<file path="config.mk">
export PLATFORM = sky130hd
export DESIGN_NAME = window_pick_and_drag_controller_core_flat
export DESIGN_NICKNAME = d
export VERILOG_FILES = /design/src/sv/wpd_pkg.sv /design/src/sv/wpd_cmd_if.sv /design/src/sv/wpd_rsp_if.sv /design/src/sv/wpd_cfg_if.sv /design/src/sv/wpd_stack_cell.sv /design/src/sv/wpd_hit_unit.sv /design/src/sv/window_pick_and_drag_controller_core.sv /design/src/flat_wrapper.sv
export SDC_FILE = /design/constraint.sdc
export NUM_CORES = 2
export LEC_CHECK = 0
export CORE_MARGIN = 2
export CORE_UTILIZATION = 28
export CTS_BUF_LIST = sky130_fd_sc_hd__clkbuf_2 sky130_fd_sc_hd__clkbuf_4 sky130_fd_sc_hd__clkbuf_8
export DETAILED_ROUTE_END_ITERATION = 10
export DONT_BUFFER_PORTS = 1
export HOLD_SLACK_MARGIN = 0.08
export SLEW_MARGIN = 20
export SYNTH_ARGS = -nofsm -noshare
export SYNTH_HDL_FRONTEND = slang
export SYNTH_HIERARCHICAL = 1
export SYNTH_SLANG_ARGS = --single-unit
</file>
<file path="constraint.sdc">
create_clock -name clk -period 15.15 [get_ports clk]
set_input_delay 3.03 -clock clk [delete_from_list [all_inputs] [get_ports clk]]
set_output_delay 3.03 -clock clk [all_outputs]
set_load 0.1 [all_outputs]
</file>
<file path="src/sv/wpd_pkg.sv">
package wpd_pkg;

    localparam int WINDOW_COUNT_DEF = 8;

    localparam int MIN_W   = 180;
    localparam int MIN_H   = 130;
    localparam int GRIP    = 14;
    localparam int DIM_MAX = 4095;
    localparam int BTN_GAP = 4;

    localparam logic [11:0] SCREEN_W_RST = 12'd1024;
    localparam logic [11:0] SCREEN_H_RST = 12'd768;
    localparam logic [7:0]  TASKBAR_RST  = 8'd40;
    localparam logic [7:0]  TITLE_RST    = 8'd32;
    localparam logic [7:0]  BTN_W_RST    = 8'd20;
    localparam logic [7:0]  BTN_H_RST    = 8'd20;
    localparam logic [7:0]  BTN_PAD_RST  = 8'd6;

    typedef logic signed [15:0] s16_t;

    typedef enum logic [2:0] {
        OP_MOUSE  = 3'd0,
        OP_SHOW   = 3'd1,
        OP_HIDE   = 3'd2,
        OP_TOGGLE = 3'd3,
        OP_PLACE  = 3'd4
    } op_t;

    typedef enum logic [2:0] {
        REG_NONE  = 3'd0,
        REG_CLOSE = 3'd1,
        REG_MIN   = 3'd2,
        REG_MAX   = 3'd3,
        REG_GRIP  = 3'd4,
        REG_TITLE = 3'd5,
        REG_BODY  = 3'd6
    } region_t;

    typedef enum logic [2:0] {
        CFG_SCREEN_W = 3'd0,
        CFG_SCREEN_H = 3'd1,
        CFG_TASKBAR  = 3'd2,
        CFG_TITLE    = 3'd3,
        CFG_BTN_W    = 3'd4,
        CFG_BTN_H    = 3'd5,
        CFG_BTN_PAD  = 3'd6
    } cfg_idx_t;

    typedef enum logic [2:0] {
        ST_IDLE,
        ST_EXEC,
        ST_SCAN,
        ST_DRAG,
        ST_FINISH
    } state_t;

    typedef struct packed {
        logic [7:0] btn_w;
        logic [7:0] btn_h;
        logic [7:0] btn_pad;
        logic [7:0] title_h;
    } chrome_cfg_t;

endpackage

</file>
<file path="src/sv/wpd_cmd_if.sv">
interface wpd_cmd_if;
    logic              valid;
    logic              ready;
    logic [2:0]        operation;
    logic signed [12:0] pointer_x;
    logic signed [12:0] pointer_y;
    logic              left_button;
    logic              prev_left_button;
    logic [2:0]        window_id;
    logic signed [12:0] place_x;
    logic signed [12:0] place_y;
    logic [11:0]       place_w;
    logic [11:0]       place_h;

    modport source (output valid, operation, pointer_x, pointer_y, left_button,
                    prev_left_button, window_id, place_x, place_y, place_w, place_h,
                    input ready);
    modport sink (input valid, operation, pointer_x, pointer_y, left_button,
                  prev_left_button, window_id, place_x, place_y, place_w, place_h,
                  output ready);
endinterface

</file>
<file path="src/sv/wpd_rsp_if.sv">
interface wpd_rsp_if;
    logic              valid;
    logic              ready;
    logic              focus_valid;
    logic [2:0]        focus_id;
    logic              hit_valid;
    logic [2:0]        hit_id;
    logic [2:0]        hit_region;
    logic signed [12:0] focus_x;
    logic signed [12:0] focus_y;
    logic [11:0]       focus_w;
    logic [11:0]       focus_h;

    modport source (output valid, focus_valid, focus_id, hit_valid, hit_id, hit_region,
                    focus_x, focus_y, focus_w, focus_h, input ready);
    modport sink (input valid, focus_valid, focus_id, hit_valid, hit_id, hit_region,
                  focus_x, focus_y, focus_w, focus_h, output ready);
endinterface

</file>
<file path="src/sv/wpd_cfg_if.sv">
interface wpd_cfg_if;
    logic        valid;
    logic        ready;
    logic [2:0]  index;
    logic [11:0] data;

    modport source (output valid, index, data, input ready);
    modport sink (input valid, index, data, output ready);
endinterface

</file>
<file path="src/sv/wpd_stack_cell.sv">
module wpd_stack_cell #(
    parameter int ID_W     = 3,
    parameter int RESET_ID = 0,
    parameter bit IS_TOP   = 1'b0
) (
    input  logic            clk,
    input  logic            rst_n,
    input  logic            raise_en,
    input  logic [ID_W-1:0] raise_id,
    input  logic [ID_W-1:0] above_id,
    input  logic            seen_in,
    output logic            seen_out,
    output logic [ID_W-1:0] order_id
);

    logic [ID_W-1:0] order_reg;
    logic [ID_W-1:0] order_next;

    // once the raised id has been seen at or below this slot, slots pull from above
    assign seen_out = seen_in | (order_reg == raise_id);
    assign order_id = order_reg;

    always_comb
    begin
        order_next = order_reg;
        if (raise_en)
        begin
            if (IS_TOP)
            begin
                order_next = raise_id;
            end
            else if (seen_out)
            begin
                order_next = above_id;
            end
        end
    end

    always_ff @(posedge clk or negedge rst_n)
    begin
        if (!rst_n)
        begin
            order_reg <= ID_W'(RESET_ID);
        end
        else
        begin
            order_reg <= order_next;
        end
    end

endmodule

</file>
<file path="src/sv/wpd_hit_unit.sv">
module wpd_hit_unit (
    input  logic signed [12:0]  px,
    input  logic signed [12:0]  py,
    input  logic signed [12:0]  rx,
    input  logic signed [12:0]  ry,
    input  logic [11:0]         rw,
    input  logic [11:0]         rh,
    input  logic                maximized,
    input  wpd_pkg::chrome_cfg_t chrome,
    output wpd_pkg::region_t    region
);

    wpd_pkg::s16_t mx, my, x, y, w, h, bw, bh, xe, by, bw3, bw2;
    logic over_close, hit_min, hit_max, hit_grip, hit_title, over_frame;

    function automatic logic in_box(input wpd_pkg::s16_t qx, input wpd_pkg::s16_t qy,
                                    input wpd_pkg::s16_t bx, input wpd_pkg::s16_t byy,
                                    input wpd_pkg::s16_t bww, input wpd_pkg::s16_t bhh);
        in_box = (qx >= bx) && (qx < bx + bww) && (qy >= byy) && (qy < byy + bhh);
    endfunction

    always_comb
    begin
        mx  = wpd_pkg::s16_t'(px);
        my  = wpd_pkg::s16_t'(py);
        x   = wpd_pkg::s16_t'(rx);
        y   = wpd_pkg::s16_t'(ry);
        w   = wpd_pkg::s16_t'({4'b0, rw});
        h   = wpd_pkg::s16_t'({4'b0, rh});
        bw  = wpd_pkg::s16_t'({8'b0, chrome.btn_w});
        bh  = wpd_pkg::s16_t'({8'b0, chrome.btn_h});
        xe  = x + w;
        by  = y + wpd_pkg::s16_t'({8'b0, chrome.btn_pad});
        bw2 = bw <<< 1;
        bw3 = bw2 + bw;

        over_close = in_box(mx, my, xe - bw - 16'(wpd_pkg::BTN_GAP), by, bw, bh);
        hit_min    = in_box(mx, my, xe - bw3 - 16'(3 * wpd_pkg::BTN_GAP), by, bw, bh);
        hit_max    = in_box(mx, my, xe - bw2 - 16'(2 * wpd_pkg::BTN_GAP), by, bw, bh);
        hit_grip   = !maximized && in_box(mx, my, xe - 16'(wpd_pkg::GRIP),
                                          y + h - 16'(wpd_pkg::GRIP),
                                          16'(wpd_pkg::GRIP), 16'(wpd_pkg::GRIP));
        hit_title  = in_box(mx, my, x, y, w, wpd_pkg::s16_t'({8'b0, chrome.title_h}));
        over_frame = in_box(mx, my, x, y, w, h);

        if (over_close)
            region = wpd_pkg::REG_CLOSE;
        else if (hit_min)
            region = wpd_pkg::REG_MIN;
        else if (hit_max)
            region = wpd_pkg::REG_MAX;
        else if (hit_grip)
            region = wpd_pkg::REG_GRIP;
        else if (hit_title)
            region = wpd_pkg::REG_TITLE;
        else if (over_frame)
            region = wpd_pkg::REG_BODY;
        else
            region = wpd_pkg::REG_NONE;
    end

endmodule

</file>
<file path="src/sv/window_pick_and_drag_controller_core.sv">
// sequence: show, hide, toggle, place and unused codes go from EXEC to FINISH;
//   mouse items without a press edge go EXEC, DRAG, FINISH; a press scans one
//   stack slot per cycle in SCAN, then goes to FINISH on a hit or DRAG on a miss
// throughput: one item at a time; the next item is taken once the result is
//   in the output register, even while that result still waits
// reset: all windows minimized at zero geometry, stack identity, no focus,
//   registers to defaults; saved maximize geometry is not cleared
module window_pick_and_drag_controller_core #(
    parameter int WINDOW_COUNT = wpd_pkg::WINDOW_COUNT_DEF
) (
    input logic     clk,
    input logic     rst_n,
    wpd_cmd_if.sink cmd,
    wpd_rsp_if.source rsp,
    wpd_cfg_if.sink cfg
);

    localparam int ID_W = $clog2(WINDOW_COUNT);

    // configuration
    logic [11:0] sw_reg, sh_reg;
    logic [7:0]  tb_reg, th_reg, bw_reg, bh_reg, pad_reg;

    // captured item
    logic [2:0]         op_reg;
    logic signed [12:0] px_reg, py_reg, plx_reg, ply_reg;
    logic               btn_reg, prev_reg;
    logic [2:0]         wid_reg;
    logic [11:0]        plw_reg, plh_reg;

    wpd_pkg::state_t state_reg, state_next;
    logic [ID_W-1:0] idx_reg, idx_next;
    logic            hv_reg, hv_next;
    logic [2:0]      hid_reg, hid_next;
    wpd_pkg::region_t hreg_reg, hreg_next;
    logic            fv_reg, fv_next;
    logic [ID_W-1:0] fid_reg, fid_next;

    // per-window state
    logic signed [12:0] rx_reg [WINDOW_COUNT];
    logic signed [12:0] rx_next [WINDOW_COUNT];
    logic signed [12:0] ry_reg [WINDOW_COUNT];
    logic signed [12:0] ry_next [WINDOW_COUNT];
    logic [11:0] rw_reg [WINDOW_COUNT];
    logic [11:0] rw_next [WINDOW_COUNT];
    logic [11:0] rh_reg [WINDOW_COUNT];
    logic [11:0] rh_next [WINDOW_COUNT];
    logic [49:0] saved_reg [WINDOW_COUNT];
    logic [49:0] saved_next [WINDOW_COUNT];
    logic [WINDOW_COUNT-1:0] min_reg, min_next, max_reg, max_next;
    logic [WINDOW_COUNT-1:0] drag_reg, drag_next, rsz_reg, rsz_next;
    logic signed [12:0] gdx_reg [WINDOW_COUNT];
    logic signed [12:0] gdx_next [WINDOW_COUNT];
    logic signed [12:0] gdy_reg [WINDOW_COUNT];
    logic signed [12:0] gdy_next [WINDOW_COUNT];
    logic signed [12:0] ax_reg [WINDOW_COUNT];
    logic signed [12:0] ax_next [WINDOW_COUNT];
    logic signed [12:0] ay_reg [WINDOW_COUNT];
    logic signed [12:0] ay_next [WINDOW_COUNT];

    // output register
    logic               ov_reg, ov_next;
    logic               o_fv_reg;
    logic [2:0]         o_fid_reg, o_hid_reg, o_hreg_reg;
    logic               o_hv_reg;
    logic signed [12:0] o_fx_reg, o_fy_reg;
    logic [11:0]        o_fw_reg, o_fh_reg;
    logic               load_out;

    // stack chain
    logic [ID_W-1:0] order [WINDOW_COUNT];
    logic [WINDOW_COUNT:0] seen;
    logic            raise_en;
    logic [ID_W-1:0] raise_id;

    logic [ID_W-1:0] act_id, wid_id;
    logic            wid_ok;
    wpd_pkg::region_t region;
    wpd_pkg::chrome_cfg_t chrome;

    wpd_pkg::s16_t mx, my, cx, cy, cw, ch, dx, dy, dh, sw16, nw, nh;
    logic [11:0] desk_h;

    function automatic logic signed [12:0] sat13(input wpd_pkg::s16_t v);
        if (v < -16'sd4096)
            sat13 = -13'sd4096;
        else if (v > 16'sd4095)
            sat13 = 13'sd4095;
        else
            sat13 = v[12:0];
    endfunction

    function automatic logic [11:0] clamp_dim(input wpd_pkg::s16_t v, input int lo);
        if (v < 16'(lo))
            clamp_dim = 12'(lo);
        else if (v > 16'(wpd_pkg::DIM_MAX))
            clamp_dim = 12'(wpd_pkg::DIM_MAX);
        else
            clamp_dim = v[11:0];
    endfunction

    assign seen[0] = 1'b0;

    for (genvar i = 0; i < WINDOW_COUNT; i++)
    begin : g_stack
        if (i == WINDOW_COUNT - 1)
        begin : g_top
            wpd_stack_cell #(.ID_W(ID_W), .RESET_ID(i), .IS_TOP(1'b1)) u_cell (
                .clk      (clk),
                .rst_n    (rst_n),
                .raise_en (raise_en),
                .raise_id (raise_id),
                .above_id (raise_id),
                .seen_in  (seen[i]),
                .seen_out (seen[i+1]),
                .order_id (order[i])
            );
        end
        else
        begin : g_mid
            wpd_stack_cell #(.ID_W(ID_W), .RESET_ID(i), .IS_TOP(1'b0)) u_cell (
                .clk      (clk),
                .rst_n    (rst_n),
                .raise_en (raise_en),
                .raise_id (raise_id),
                .above_id (order[i+1]),
                .seen_in  (seen[i]),
                .seen_out (seen[i+1]),
                .order_id (order[i])
            );
        end
    end

    assign chrome = '{btn_w: bw_reg, btn_h: bh_reg, btn_pad: pad_reg, title_h: th_reg};

    assign wid_ok = 32'(wid_reg) < WINDOW_COUNT;
    assign wid_id = ID_W'(wid_reg);

    // single read port into the window state
    always_comb
    begin
        if (state_reg == wpd_pkg::ST_SCAN)
            act_id = order[idx_reg];
        else if (state_reg == wpd_pkg::ST_EXEC && op_reg != wpd_pkg::OP_MOUSE)
            act_id = wid_id;
        else
            act_id = fid_reg;
    end

    wpd_hit_unit u_hit (
        .px        (px_reg),
        .py        (py_reg),
        .rx        (rx_reg[act_id]),
        .ry        (ry_reg[act_id]),
        .rw        (rw_reg[act_id]),
        .rh        (rh_reg[act_id]),
        .maximized (max_reg[act_id]),
        .chrome    (chrome),
        .region    (region)
    );

    assign cmd.ready = (state_reg == wpd_pkg::ST_IDLE);
    assign cfg.ready = 1'b1;
    assign load_out  = (state_reg == wpd_pkg::ST_FINISH) && (!ov_reg || rsp.ready);

    always_comb
    begin
        mx     = wpd_pkg::s16_t'(px_reg);
        my     = wpd_pkg::s16_t'(py_reg);
        cx     = wpd_pkg::s16_t'(rx_reg[act_id]);
        cy     = wpd_pkg::s16_t'(ry_reg[act_id]);
        cw     = wpd_pkg::s16_t'({4'b0, rw_reg[act_id]});
        ch     = wpd_pkg::s16_t'({4'b0, rh_reg[act_id]});
        sw16   = wpd_pkg::s16_t'({4'b0, sw_reg});
        dh     = wpd_pkg::s16_t'({4'b0, sh_reg}) - wpd_pkg::s16_t'({8'b0, tb_reg});
        desk_h = (sh_reg > {4'b0, tb_reg}) ? (sh_reg - {4'b0, tb_reg}) : sh_reg;

        // drag: clamp to desktop left/top first, then right/bottom
        dx = mx - wpd_pkg::s16_t'(gdx_reg[act_id]);
        dy = my - wpd_pkg::s16_t'(gdy_reg[act_id]);
        if (dx < 16'sd0)
            dx = 16'sd0;
        if (dx + cw > sw16)
            dx = sw16 - cw;
        if (dy < 16'sd0)
            dy = 16'sd0;
        if (dy + ch > dh)
            dy = dh - ch;

        nw = cw + (mx - wpd_pkg::s16_t'(ax_reg[act_id]));
        nh = ch + (my - wpd_pkg::s16_t'(ay_reg[act_id]));
    end

    always_comb
    begin
        state_next = state_reg;
        idx_next   = idx_reg;
        hv_next    = hv_reg;
        hid_next   = hid_reg;
        hreg_next  = hreg_reg;
        fv_next    = fv_reg;
        fid_next   = fid_reg;
        rx_next    = rx_reg;
        ry_next    = ry_reg;
        rw_next    = rw_reg;
        rh_next    = rh_reg;
        saved_next = saved_reg;
        min_next   = min_reg;
        max_next   = max_reg;
        drag_next  = drag_reg;
        rsz_next   = rsz_reg;
        gdx_next   = gdx_reg;
        gdy_next   = gdy_reg;
        ax_next    = ax_reg;
        ay_next    = ay_reg;
        ov_next    = ov_reg;
        raise_en   = 1'b0;
        raise_id   = act_id;

        if (ov_reg && rsp.ready)
            ov_next = 1'b0;

        case (state_reg)
            wpd_pkg::ST_IDLE:
            begin
                if (cmd.valid)
                begin
                    hv_next    = 1'b0;
                    hid_next   = 3'd0;
                    hreg_next  = wpd_pkg::REG_NONE;
                    state_next = wpd_pkg::ST_EXEC;
                end
            end
            wpd_pkg::ST_EXEC:
            begin
                state_next = wpd_pkg::ST_FINISH;
                case (op_reg)
                    wpd_pkg::OP_MOUSE:
                    begin
                        if (btn_reg && !prev_reg)
                        begin
                            idx_next   = ID_W'(WINDOW_COUNT - 1);
                            state_next = wpd_pkg::ST_SCAN;
                        end
                        else
                        begin
                            state_next = wpd_pkg::ST_DRAG;
                        end
                    end
                    wpd_pkg::OP_SHOW, wpd_pkg::OP_HIDE, wpd_pkg::OP_TOGGLE:
                    begin
                        if (wid_ok)
                        begin
                            if (op_reg == wpd_pkg::OP_SHOW ||
                                (op_reg == wpd_pkg::OP_TOGGLE && min_reg[act_id]))
                            begin
                                min_next[act_id] = 1'b0;
                                fv_next          = 1'b1;
                                fid_next         = act_id;
                                raise_en         = 1'b1;
                            end
                            else
                            begin
                                min_next[act_id] = 1'b1;
                                if (fv_reg && fid_reg == act_id)
                                    fv_next = 1'b0;
                            end
                        end
                    end
                    wpd_pkg::OP_PLACE:
                    begin
                        if (wid_ok)
                        begin
                            rx_next[act_id] = plx_reg;
                            ry_next[act_id] = ply_reg;
                            rw_next[act_id] = plw_reg;
                            rh_next[act_id] = plh_reg;
                        end
                    end
                    default:
                    begin
                    end
                endcase
            end
            wpd_pkg::ST_SCAN:
            begin
                if (!min_reg[act_id] && region != wpd_pkg::REG_NONE)
                begin
                    hv_next    = 1'b1;
                    hid_next   = 3'(act_id);
                    hreg_next  = region;
                    state_next = wpd_pkg::ST_FINISH;
                    if (region == wpd_pkg::REG_CLOSE || region == wpd_pkg::REG_MIN)
                    begin
                        min_next[act_id] = 1'b1;
                        if (fv_reg && fid_reg == act_id)
                            fv_next = 1'b0;
                    end
                    else
                    begin
                        fv_next  = 1'b1;
                        fid_next = act_id;
                    end
                    if (region == wpd_pkg::REG_MAX)
                    begin
                        if (!max_reg[act_id])
                        begin
                            saved_next[act_id] = {rx_reg[act_id], ry_reg[act_id],
                                                  rw_reg[act_id], rh_reg[act_id]};
                            rx_next[act_id] = 13'sd0;
                            ry_next[act_id] = 13'sd0;
                            rw_next[act_id] = sw_reg;
                            rh_next[act_id] = desk_h;
                            max_next[act_id] = 1'b1;
                        end
                        else
                        begin
                            rx_next[act_id] = saved_reg[act_id][49:37];
                            ry_next[act_id] = saved_reg[act_id][36:24];
                            rw_next[act_id] = saved_reg[act_id][23:12];
                            rh_next[act_id] = saved_reg[act_id][11:0];
                            max_next[act_id] = 1'b0;
                        end
                    end
                    if (region == wpd_pkg::REG_GRIP)
                    begin
                        rsz_next[act_id] = 1'b1;
                        ax_next[act_id]  = px_reg;
                        ay_next[act_id]  = py_reg;
                    end
                    if (region == wpd_pkg::REG_TITLE)
                    begin
                        drag_next[act_id] = 1'b1;
                        gdx_next[act_id]  = sat13(mx - cx);
                        gdy_next[act_id]  = sat13(my - cy);
                    end
                    if (region == wpd_pkg::REG_TITLE || region == wpd_pkg::REG_BODY)
                        raise_en = 1'b1;
                end
                else if (idx_reg == '0)
                begin
                    state_next = wpd_pkg::ST_DRAG;
                end
                else
                begin
                    idx_next = idx_reg - 1'b1;
                end
            end
            wpd_pkg::ST_DRAG:
            begin
                state_next = wpd_pkg::ST_FINISH;
                if (btn_reg && fv_reg && drag_reg[act_id])
                begin
                    rx_next[act_id] = sat13(dx);
                    ry_next[act_id] = sat13(dy);
                end
                if (btn_reg && fv_reg && rsz_reg[act_id])
                begin
                    rw_next[act_id] = clamp_dim(nw, wpd_pkg::MIN_W);
                    rh_next[act_id] = clamp_dim(nh, wpd_pkg::MIN_H);
                    ax_next[act_id] = px_reg;
                    ay_next[act_id] = py_reg;
                end
                // release ends every drag and resize
                if (!btn_reg && prev_reg)
                begin
                    drag_next = '0;
                    rsz_next  = '0;
                end
            end
            wpd_pkg::ST_FINISH:
            begin
                if (load_out)
                begin
                    ov_next    = 1'b1;
                    state_next = wpd_pkg::ST_IDLE;
                end
            end
            default:
            begin
                state_next = wpd_pkg::ST_IDLE;
            end
        endcase
    end

    always_ff @(posedge clk or negedge rst_n)
    begin
        if (!rst_n)
        begin
            state_reg <= wpd_pkg::ST_IDLE;
            idx_reg   <= '0;
            hv_reg    <= 1'b0;
            hid_reg   <= 3'd0;
            hreg_reg  <= wpd_pkg::REG_NONE;
            fv_reg    <= 1'b0;
            fid_reg   <= '0;
            min_reg   <= '1;
            max_reg   <= '0;
            drag_reg  <= '0;
            rsz_reg   <= '0;
            ov_reg    <= 1'b0;
            sw_reg    <= wpd_pkg::SCREEN_W_RST;
            sh_reg    <= wpd_pkg::SCREEN_H_RST;
            tb_reg    <= wpd_pkg::TASKBAR_RST;
            th_reg    <= wpd_pkg::TITLE_RST;
            bw_reg    <= wpd_pkg::BTN_W_RST;
            bh_reg    <= wpd_pkg::BTN_H_RST;
            pad_reg   <= wpd_pkg::BTN_PAD_RST;
            for (int i = 0; i < WINDOW_COUNT; i++)
            begin
                rx_reg[i]  <= '0;
                ry_reg[i]  <= '0;
                rw_reg[i]  <= '0;
                rh_reg[i]  <= '0;
                gdx_reg[i] <= '0;
                gdy_reg[i] <= '0;
                ax_reg[i]  <= '0;
                ay_reg[i]  <= '0;
            end
        end
        else
        begin
            state_reg <= state_next;
            idx_reg   <= idx_next;
            hv_reg    <= hv_next;
            hid_reg   <= hid_next;
            hreg_reg  <= hreg_next;
            fv_reg    <= fv_next;
            fid_reg   <= fid_next;
            min_reg   <= min_next;
            max_reg   <= max_next;
            drag_reg  <= drag_next;
            rsz_reg   <= rsz_next;
            ov_reg    <= ov_next;
            rx_reg    <= rx_next;
            ry_reg    <= ry_next;
            rw_reg    <= rw_next;
            rh_reg    <= rh_next;
            gdx_reg   <= gdx_next;
            gdy_reg   <= gdy_next;
            ax_reg    <= ax_next;
            ay_reg    <= ay_next;
            if (cfg.valid && cfg.ready)
            begin
                case (cfg.index)
                    wpd_pkg::CFG_SCREEN_W: sw_reg  <= cfg.data;
                    wpd_pkg::CFG_SCREEN_H: sh_reg  <= cfg.data;
                    wpd_pkg::CFG_TASKBAR:  tb_reg  <= cfg.data[7:0];
                    wpd_pkg::CFG_TITLE:    th_reg  <= cfg.data[7:0];
                    wpd_pkg::CFG_BTN_W:    bw_reg  <= cfg.data[7:0];
                    wpd_pkg::CFG_BTN_H:    bh_reg  <= cfg.data[7:0];
                    wpd_pkg::CFG_BTN_PAD:  pad_reg <= cfg.data[7:0];
                    default:
                    begin
                    end
                endcase
            end
        end
    end

    // payload registers, no reset
    always_ff @(posedge clk)
    begin
        saved_reg <= saved_next;
        if (cmd.valid && cmd.ready)
        begin
            op_reg   <= cmd.operation;
            px_reg   <= cmd.pointer_x;
            py_reg   <= cmd.pointer_y;
            btn_reg  <= cmd.left_button;
            prev_reg <= cmd.prev_left_button;
            wid_reg  <= cmd.window_id;
            plx_reg  <= cmd.place_x;
            ply_reg  <= cmd.place_y;
            plw_reg  <= cmd.place_w;
            plh_reg  <= cmd.place_h;
        end
        if (load_out)
        begin
            o_fv_reg   <= fv_reg;
            o_fid_reg  <= fv_reg ? 3'(fid_reg) : 3'd0;
            o_hv_reg   <= hv_reg;
            o_hid_reg  <= hid_reg;
            o_hreg_reg <= hreg_reg;
            o_fx_reg   <= fv_reg ? rx_reg[act_id] : 13'sd0;
            o_fy_reg   <= fv_reg ? ry_reg[act_id] : 13'sd0;
            o_fw_reg   <= fv_reg ? rw_reg[act_id] : 12'd0;
            o_fh_reg   <= fv_reg ? rh_reg[act_id] : 12'd0;
        end
    end

    assign rsp.valid       = ov_reg;
    assign rsp.focus_valid = o_fv_reg;
    assign rsp.focus_id    = o_fid_reg;
    assign rsp.hit_valid   = o_hv_reg;
    assign rsp.hit_id      = o_hid_reg;
    assign rsp.hit_region  = o_hreg_reg;
    assign rsp.focus_x     = o_fx_reg;
    assign rsp.focus_y     = o_fy_reg;
    assign rsp.focus_w     = o_fw_reg;
    assign rsp.focus_h     = o_fh_reg;

endmodule

</file>
<file path="src/flat_wrapper.sv">
// flat-port wrapper written by rule: the top's interface ports become plain ports
module window_pick_and_drag_controller_core_flat 
#(
    parameter int WINDOW_COUNT = wpd_pkg::WINDOW_COUNT_DEF
)
  (clk, rst_n, cmd_valid, cmd_operation, cmd_pointer_x, cmd_pointer_y, cmd_left_button, cmd_prev_left_button, cmd_window_id, cmd_place_x, cmd_place_y, cmd_place_w, cmd_place_h, cmd_ready, rsp_valid, rsp_focus_valid, rsp_focus_id, rsp_hit_valid, rsp_hit_id, rsp_hit_region, rsp_focus_x, rsp_focus_y, rsp_focus_w, rsp_focus_h, rsp_ready, cfg_valid, cfg_index, cfg_data, cfg_ready);
  wpd_cmd_if cmd_i ();
  wpd_rsp_if rsp_i ();
  wpd_cfg_if cfg_i ();
  input logic clk;
  input logic rst_n;
  input wire logic [$bits(cmd_i.valid)-1:0] cmd_valid;
  input wire logic [$bits(cmd_i.operation)-1:0] cmd_operation;
  input wire logic [$bits(cmd_i.pointer_x)-1:0] cmd_pointer_x;
  input wire logic [$bits(cmd_i.pointer_y)-1:0] cmd_pointer_y;
  input wire logic [$bits(cmd_i.left_button)-1:0] cmd_left_button;
  input wire logic [$bits(cmd_i.prev_left_button)-1:0] cmd_prev_left_button;
  input wire logic [$bits(cmd_i.window_id)-1:0] cmd_window_id;
  input wire logic [$bits(cmd_i.place_x)-1:0] cmd_place_x;
  input wire logic [$bits(cmd_i.place_y)-1:0] cmd_place_y;
  input wire logic [$bits(cmd_i.place_w)-1:0] cmd_place_w;
  input wire logic [$bits(cmd_i.place_h)-1:0] cmd_place_h;
  output wire logic [$bits(cmd_i.ready)-1:0] cmd_ready;
  output wire logic [$bits(rsp_i.valid)-1:0] rsp_valid;
  output wire logic [$bits(rsp_i.focus_valid)-1:0] rsp_focus_valid;
  output wire logic [$bits(rsp_i.focus_id)-1:0] rsp_focus_id;
  output wire logic [$bits(rsp_i.hit_valid)-1:0] rsp_hit_valid;
  output wire logic [$bits(rsp_i.hit_id)-1:0] rsp_hit_id;
  output wire logic [$bits(rsp_i.hit_region)-1:0] rsp_hit_region;
  output wire logic [$bits(rsp_i.focus_x)-1:0] rsp_focus_x;
  output wire logic [$bits(rsp_i.focus_y)-1:0] rsp_focus_y;
  output wire logic [$bits(rsp_i.focus_w)-1:0] rsp_focus_w;
  output wire logic [$bits(rsp_i.focus_h)-1:0] rsp_focus_h;
  input wire logic [$bits(rsp_i.ready)-1:0] rsp_ready;
  input wire logic [$bits(cfg_i.valid)-1:0] cfg_valid;
  input wire logic [$bits(cfg_i.index)-1:0] cfg_index;
  input wire logic [$bits(cfg_i.data)-1:0] cfg_data;
  output wire logic [$bits(cfg_i.ready)-1:0] cfg_ready;
  assign cmd_i.valid = cmd_valid;
  assign cmd_i.operation = cmd_operation;
  assign cmd_i.pointer_x = cmd_pointer_x;
  assign cmd_i.pointer_y = cmd_pointer_y;
  assign cmd_i.left_button = cmd_left_button;
  assign cmd_i.prev_left_button = cmd_prev_left_button;
  assign cmd_i.window_id = cmd_window_id;
  assign cmd_i.place_x = cmd_place_x;
  assign cmd_i.place_y = cmd_place_y;
  assign cmd_i.place_w = cmd_place_w;
  assign cmd_i.place_h = cmd_place_h;
  assign cmd_ready = cmd_i.ready;
  assign rsp_valid = rsp_i.valid;
  assign rsp_focus_valid = rsp_i.focus_valid;
  assign rsp_focus_id = rsp_i.focus_id;
  assign rsp_hit_valid = rsp_i.hit_valid;
  assign rsp_hit_id = rsp_i.hit_id;
  assign rsp_hit_region = rsp_i.hit_region;
  assign rsp_focus_x = rsp_i.focus_x;
  assign rsp_focus_y = rsp_i.focus_y;
  assign rsp_focus_w = rsp_i.focus_w;
  assign rsp_focus_h = rsp_i.focus_h;
  assign rsp_i.ready = rsp_ready;
  assign cfg_i.valid = cfg_valid;
  assign cfg_i.index = cfg_index;
  assign cfg_i.data = cfg_data;
  assign cfg_ready = cfg_i.ready;
  window_pick_and_drag_controller_core #(.WINDOW_COUNT(WINDOW_COUNT)) u_core (.clk(clk), .rst_n(rst_n), .cmd(cmd_i), .rsp(rsp_i), .cfg(cfg_i));
endmodule
</file>
[Yosys cells after proc, flatten, opt, wreduce, memory -nomap -nowiden]
Cells that the tools add are included.
Storage, ports and cells
  memory bits (writable): 0
  logic and storage cells: 524
  memory bits (read-only): 0
  output and inout port bits: 64
  bits in latches: 0
  register bits after elaboration: 1499
  memories: 0
Operators by class
  bitwise gates (word level): 19
  reductions and logical operators: 79
  $add $sub $neg: 34
  multiplexer cells: 188
  magnitude comparators: 39
  shifts and indexed selects: 0
  multiply operators: 0
  divide/modulo/power cells: 0
  equality and inequality tests: 47
Operators by type and width (count)
  104-bit two-way mux: 16
  104-bit bitwise mux: 10
  96-bit two-way mux: 10
  96-bit bitwise mux: 8
  104-bit one-hot mux with 3 select lines: 2
  96-bit one-hot mux with 3 select lines: 2
  104-bit one-hot mux with 2 select lines: 2
  13-bit two-way mux: 31
  400-bit bitwise mux: 1
  13-bit binary-select mux with 3-bit select: 6
  104-bit AND: 2
  12-bit two-way mux: 14
  50-bit binary-select mux with 3-bit select: 1
  50-bit demux with 3-bit select: 1
  50-bit two-way mux: 3
  104-bit NOT: 1
  16-bit by 13-bit > comparator with 1-bit output (second input constant): 6
  13-bit by 13-bit subtractor with 14-bit output: 6
  13-bit by 16-bit < comparator with 1-bit output: 5
  8-bit two-way mux: 10
  3-bit two-way mux: 26
  12-bit binary-select mux with 3-bit select: 2
  13-bit by 16-bit greater-or-equal comparator with 1-bit output: 4
  16-bit by 13-bit < comparator with 1-bit output (second input constant): 4
  other kinds (69): 233

[Longest topological paths before layout]
  word-level depth: 27
  mapped depth: 58
  depth with buffers taken out: 49

[Modules after synthesis]
The synthesis kept the hierarchy.
Modules (own cells, without submodules)
  window_pick_and_drag_controller_core: area each 71974.0 um^2, cells an instance 6626, seq. area each 39663.0 um^2, times used 1
  wpd_hit_unit: area each 11947.7 um^2, cells an instance 1571, seq. area each 0.0 um^2, times used 1
  wpd_stack_cell (u_core.g_stack[3].g_mid.u_cell ...): area each 252.7 um^2, cells an instance 31, seq. area each 77.6 um^2, times used 3
  wpd_stack_cell (u_core.g_stack[1].g_mid.u_cell ...): area each 251.5 um^2, cells an instance 31, seq. area each 76.3 um^2, times used 3
  wpd_stack_cell (u_core.g_stack[0].g_mid.u_cell): area each 250.2 um^2, cells an instance 31, seq. area each 75.1 um^2, times used 1
  wpd_stack_cell (u_core.g_stack[7].g_top.u_cell): area each 147.6 um^2, cells an instance 10, seq. area each 78.8 um^2, times used 1

[Worst setup path after synthesis]
OpenSTA, ideal clock, no wires.
  path type: reg2reg
  start: register u_core.idx_reg[0]
  end: register u_core.g_stack[0].g_mid.u_cell.order_reg[0]
  setup time: 0.132 ns
  arrival: 14.074 ns
  buffers on the path: 9
  setup slack: 0.943 ns
  stages on the path, launching flop included: 46
  cell sequence: dfrtp_1 buf_2 mux4_2 mux2_2 and2_1 nor2_2 inv_2 clkbuf_1 nand2_1 clkbuf_1 buf_2 buf_1 buf_1 o22ai_1 nor4_1 ha_1 a21o_1 nand4_1 [10 not listed] nor2_1 ha_1 and4_1 nand4_1 or4b_1 o211ai_1 mux2i_1 a21oi_1 nor4_1 clkbuf_1 o31ai_1 or2_2 clkbuf_1 clkbuf_1 o21ai_0 inv_1 a222oi_1 nand3_1
On the way
  longest elaborated chain between the ends: 27
  elaborated cells on any way between the ends: 96
Ends and longest elaborated chain
  start: declaration: line window_pick_and_drag_controller_core.sv:32  | logic [ID_W-1:0] idx_reg, idx_next;
  start signal: assignment: line window_pick_and_drag_controller_core.sv:424  | idx_reg <= idx_next;
  3-bit NOT with 4-bit output (implied by the code) (*): line window_pick_and_drag_controller_core.sv:143  | act_id = order[idx_reg];
  3-bit binary-select mux with 3-bit select (*): line window_pick_and_drag_controller_core.sv:143
  3-bit two-way mux (implied by the code) (*) (2 in a row): line window_pick_and_drag_controller_core.sv:143
  3-bit two-way mux (*): line window_pick_and_drag_controller_core.sv:142  | if (state_reg == wpd_pkg::ST_SCAN)
  3-bit NOT with 4-bit output (*)
  12-bit binary-select mux with 3-bit select (*)
  12-bit two-way mux (*) (2 in a row)
  net u_core.cw[1]: line window_pick_and_drag_controller_core.sv:81  | wpd_pkg::s16_t mx, my, cx, cy, cw, ch, dx, dy, dh, sw16, nw, nh;
  [12 not listed]
  net u_core.region[2]: line window_pick_and_drag_controller_core.sv:78  | wpd_pkg::region_t region;
  3-bit equality test: line window_pick_and_drag_controller_core.sv:337  | if (region == wpd_pkg::REG_TITLE || region == wpd_pkg::REG_BODY)
  1-bit logical OR: line window_pick_and_drag_controller_core.sv:337
  1-bit two-way mux: line window_pick_and_drag_controller_core.sv:337
  1-bit two-way mux (*): line window_pick_and_drag_controller_core.sv:287  | if (!min_reg[act_id] && region != wpd_pkg::REG_NONE)
  1-bit one-hot mux with 2 select lines (*): line window_pick_and_drag_controller_core.sv:223  | case (state_reg)
  net u_core.raise_en: line window_pick_and_drag_controller_core.sv:73  | logic raise_en;
  2-bit AND reduction (no source line) (*)
  end signal: assignment: line wpd_stack_cell.sv:43  | order_reg <= ID_W'(RESET_ID);
  end signal: assignment: line wpd_stack_cell.sv:47  | order_reg <= order_next;
  end: declaration: line wpd_stack_cell.sv:16  | logic [ID_W-1:0] order_reg;
Mark *: on every way through the listed nets, which the timed path passes. The select of a mux whose other input is x is not followed.
A chain may end at the register's enable or synchronous reset.

[Final worst setup path]
  start: register u_core.idx_reg[0]
  end: register u_core/gdx_reg[6] in the netlist's numbering
On the way
  longest elaborated chain between the ends: 24
  elaborated cells on any way between the ends: 100
Ends and longest elaborated chain
  3-bit NOT with 4-bit output (implied by the code) (*): line window_pick_and_drag_controller_core.sv:143
  3-bit binary-select mux with 3-bit select (*): line window_pick_and_drag_controller_core.sv:143
  3-bit two-way mux (implied by the code) (*) (2 in a row): line window_pick_and_drag_controller_core.sv:143
  3-bit two-way mux (*): line window_pick_and_drag_controller_core.sv:142
  3-bit NOT with 4-bit output (implied by the code) (*): line window_pick_and_drag_controller_core.sv:170  | cx = wpd_pkg::s16_t'(rx_reg[act_id]);
  13-bit binary-select mux with 3-bit select (*): line window_pick_and_drag_controller_core.sv:170
  13-bit two-way mux (implied by the code) (*) (2 in a row): line window_pick_and_drag_controller_core.sv:170
  net u_core.cx[5]: line window_pick_and_drag_controller_core.sv:81
  parallel branches: the longest is 11 deep, another holds 16-bit by 5-bit subtractor with 16-bit output
  3-bit two-way mux (*): line wpd_hit_unit.sv:46  | if (over_close)
  net u_core.region[2]: line window_pick_and_drag_controller_core.sv:78
  3-bit nonzero test: line window_pick_and_drag_controller_core.sv:287
  1-bit logical AND: line window_pick_and_drag_controller_core.sv:287
  3-bit AND reduction (no source line) (*)
  end signal: assignment: line window_pick_and_drag_controller_core.sv:439  | gdx_reg <= gdx_next;
  end: declaration: line window_pick_and_drag_controller_core.sv:52  | logic signed [12:0] gdx_reg [WINDOW_COUNT];
Marked as above.

==> impl_metrics.tcl <==
set metrics [dict create \
    post_cts_buffers 0 \
    hold_class "reg2reg" \
    gp_congestion 0.987 \
    syn_avg_cell_area_um2 10.2 \
    routedWlPerCell_um 27.8 \
    fp.coreArea_mm2 0.305 \
    synth_area_mm2 0.0858 \
    rr_startpoint "u_core/idx_reg[0]" \
    clk_path_buf_depth 4 \
    clock_sinks 1499 \
    nNetsFinal 9212 \
    hold_viol 0 \
    slowest_delay_ns 1.04 \
    crit_slowest_cell "nor4_2" \
    outcome "completed" \
    rsz0062_at_grt "false" \
    drv_slew 0 \
    finalInstanceArea_mm2 0.0982 \
    drt_iter0_markers 10400 \
    clock.fmax_mhz 71.2 \
    fin_crit_ns 14.04 \
    largest_reg_flops 400 \
    clk_latency_ns 1.09 \
    grt.busiest_layer "met2" \
    max_cap_violations 0 \
    r2r-end "u_core/gdx_reg[6]" \
    seq_area_mm2 0.0403 \
    r2r_slack_ns 1.11 \
    setup_viol 0 \
    placementRows 203 \
    path_clk_slew_ns 0.06 \
    fin_util 0.322 \
    use_met3 0.0539 \
    worstSetupStartpointType "register" \
    io_pins 168 \
    grt_antenna_before_repair 41 \
    vias_per_cell 5.80 \
    nFillCells 31100 \
    worstSetupPathType "reg2reg" \
    worst_slew_pin_slew_ns 1.28 \
    reg2reg_depth 39 \
    placed_cell_area_mm2 0.0920 \
    port_buffers 0 \
    critPathRequiredTime_ns 16.01 \
    wirelength_um 358000 \
    vias 74700 \
    grt_use_total 0.223 \
    grt_max_degree 225 \
    hold_start "u_core/hreg_reg[0]" \
    hold_path_depth 0 \
    fin_tns_setup_ns 0 \
    hpwl_um 245000 \
    grt_pass1_wl_um 511000 \
    area_growth_pct 14.5 \
    die_x_um 558 \
    multi_input_area_mm2 0.0427 \
    floorplan.initialDensity 0.281 \
    die_area_mm2 0.311 \
    fin_crit_sh 0.927 \
    cts_resized 0 \
    cts_buffers 294 \
    ys_warn_count 6 \
    clock_skew_ns 0.119 \
    antenna_left 0 \
    cts-root-buf "clkbuf_8" \
    grt_pass1_vias 72600 \
    ctsHoldBuffers 0 \
    endpoint_kind "register" \
    die_height_um 558 \
    synth_cells 8418 \
    dr.pass1.iters 7 \
    grt_use_met1 0.284 \
    fin_hold_ws_ns 0.454 \
    grt_use_met2 0.337 \
    path_max_fanout 38 \
    drc_errors 0 \
    htree_levels 5 \
    hold_end "u_core/rsp.hit_region[0]" \
    cp_common_cell "buf_4" \
    arrival_ns 14.90 \
    relSlewSlack 0.147 \
    drive_gt1_frac 0.152 \
    cts_tree "yes" \
    gr-total-overflow 0 \
]
==> worst max path at each step <==
stage | cells after the start | startpoint | end | slack (ns)
2_1_floorplan | 45 | u_core/idx_reg[0] | u_core/g_stack[0].g_mid.u_cell/order_id[0] | 0.94
3_3_place_gp | 43 | u_core/idx_reg[0] | u_core/rw_reg[34] | 1.69
3_5_place_dp | 40 | u_core/idx_reg[0] | u_core/gdy_reg[6] | 1.76
4_1_cts | 39 | u_core/idx_reg[0] | u_core/gdy_reg[6] | 1.73
5_1_grt | 41 | u_core/idx_reg[0] | u_core/gdx_reg[2] | 0.86
6_report | 39 | u_core/idx_reg[0] | u_core/gdx_reg[6] | 1.11
==> cell type report <==
class | count | area share
multi-input combinational | 6062 | 0.434
sequential | 1499 | 0.410
clock buffer | 428 | 0.0545
tap | 4100 | 0.0522
timing repair buffer | 280 | 0.0254
inverter | 420 | 0.0161
clock inverter | 78 | 0.00655
antenna | 19 | 0.000484
==> routing by layer <==
layer,vias to the layer above,share of wire
met5,-,0.00049
met4,28,0.073
met3,1003,0.11
met2,4752,0.43
met1,37000,0.39
li1,31900,-
==> through the flow <==
stage	worst slack, ns	instances
finish	1.11	12900
global route	0.857	12900
CTS	1.73	12900
detailed placement	1.76	12400
global placement	1.69	12400
floorplan	0.943	8423
==> placed cells by master, fill, tap and decap left out, types with 32 or more instances in the layout <==
| cell type | count |
|---|---|
| nand4_1 | 49 |
| fa_1 | 45 |
| a22oi_1 | 91 |
| ha_1 | 506 |
| clkbuf_8 | 341 |
| inv_1 | 412 |
| nand2_1 | 641 |
| nor3_1 | 75 |
| a31oi_1 | 140 |
| clkinv_2 | 34 |
| o31ai_1 | 60 |
| mux2i_1 | 77 |
| dfrtp_1 | 922 |
| o21ai_1 | 49 |
| nor4_1 | 41 |
| clkbuf_4 | 87 |
| nand3_1 | 219 |
| or4_1 | 70 |
| o21ai_0 | 697 |
| o221ai_1 | 137 |
| xnor2_1 | 180 |
| and2_1 | 37 |
| mux2_2 | 374 |
| o21a_1 | 60 |
| a22o_1 | 100 |
| nand2b_1 | 54 |
| a21o_1 | 99 |
| buf_4 | 254 |
| nor2b_1 | 88 |
| edfxtp_1 | 545 |
| o22ai_1 | 448 |
| o21bai_1 | 35 |
| and3_1 | 36 |
| o2bb2ai_1 | 48 |
| dfstp_2 | 32 |
| a21oi_1 | 505 |
| nor2_1 | 475 |
| xor2_1 | 110 |
==> worst max-delay path: cells and delay by family, from the launching register on <==
kind                     cells  cell delay [ns]
AND/OR/NAND/NOR             16             5.86
adder cells (fa/ha/maj)      3             1.33
flip-flops                   1             0.55
AO/OA/AOI/OAI                9             1.65
multiplexers                 3             1.14
buffers and inverters        6             2.17
XOR/XNOR                     2             1.09
Power is left out: the tool's default activity adds up to more than one toggle a clock period on the data nets, which glitch-free logic cannot reach.
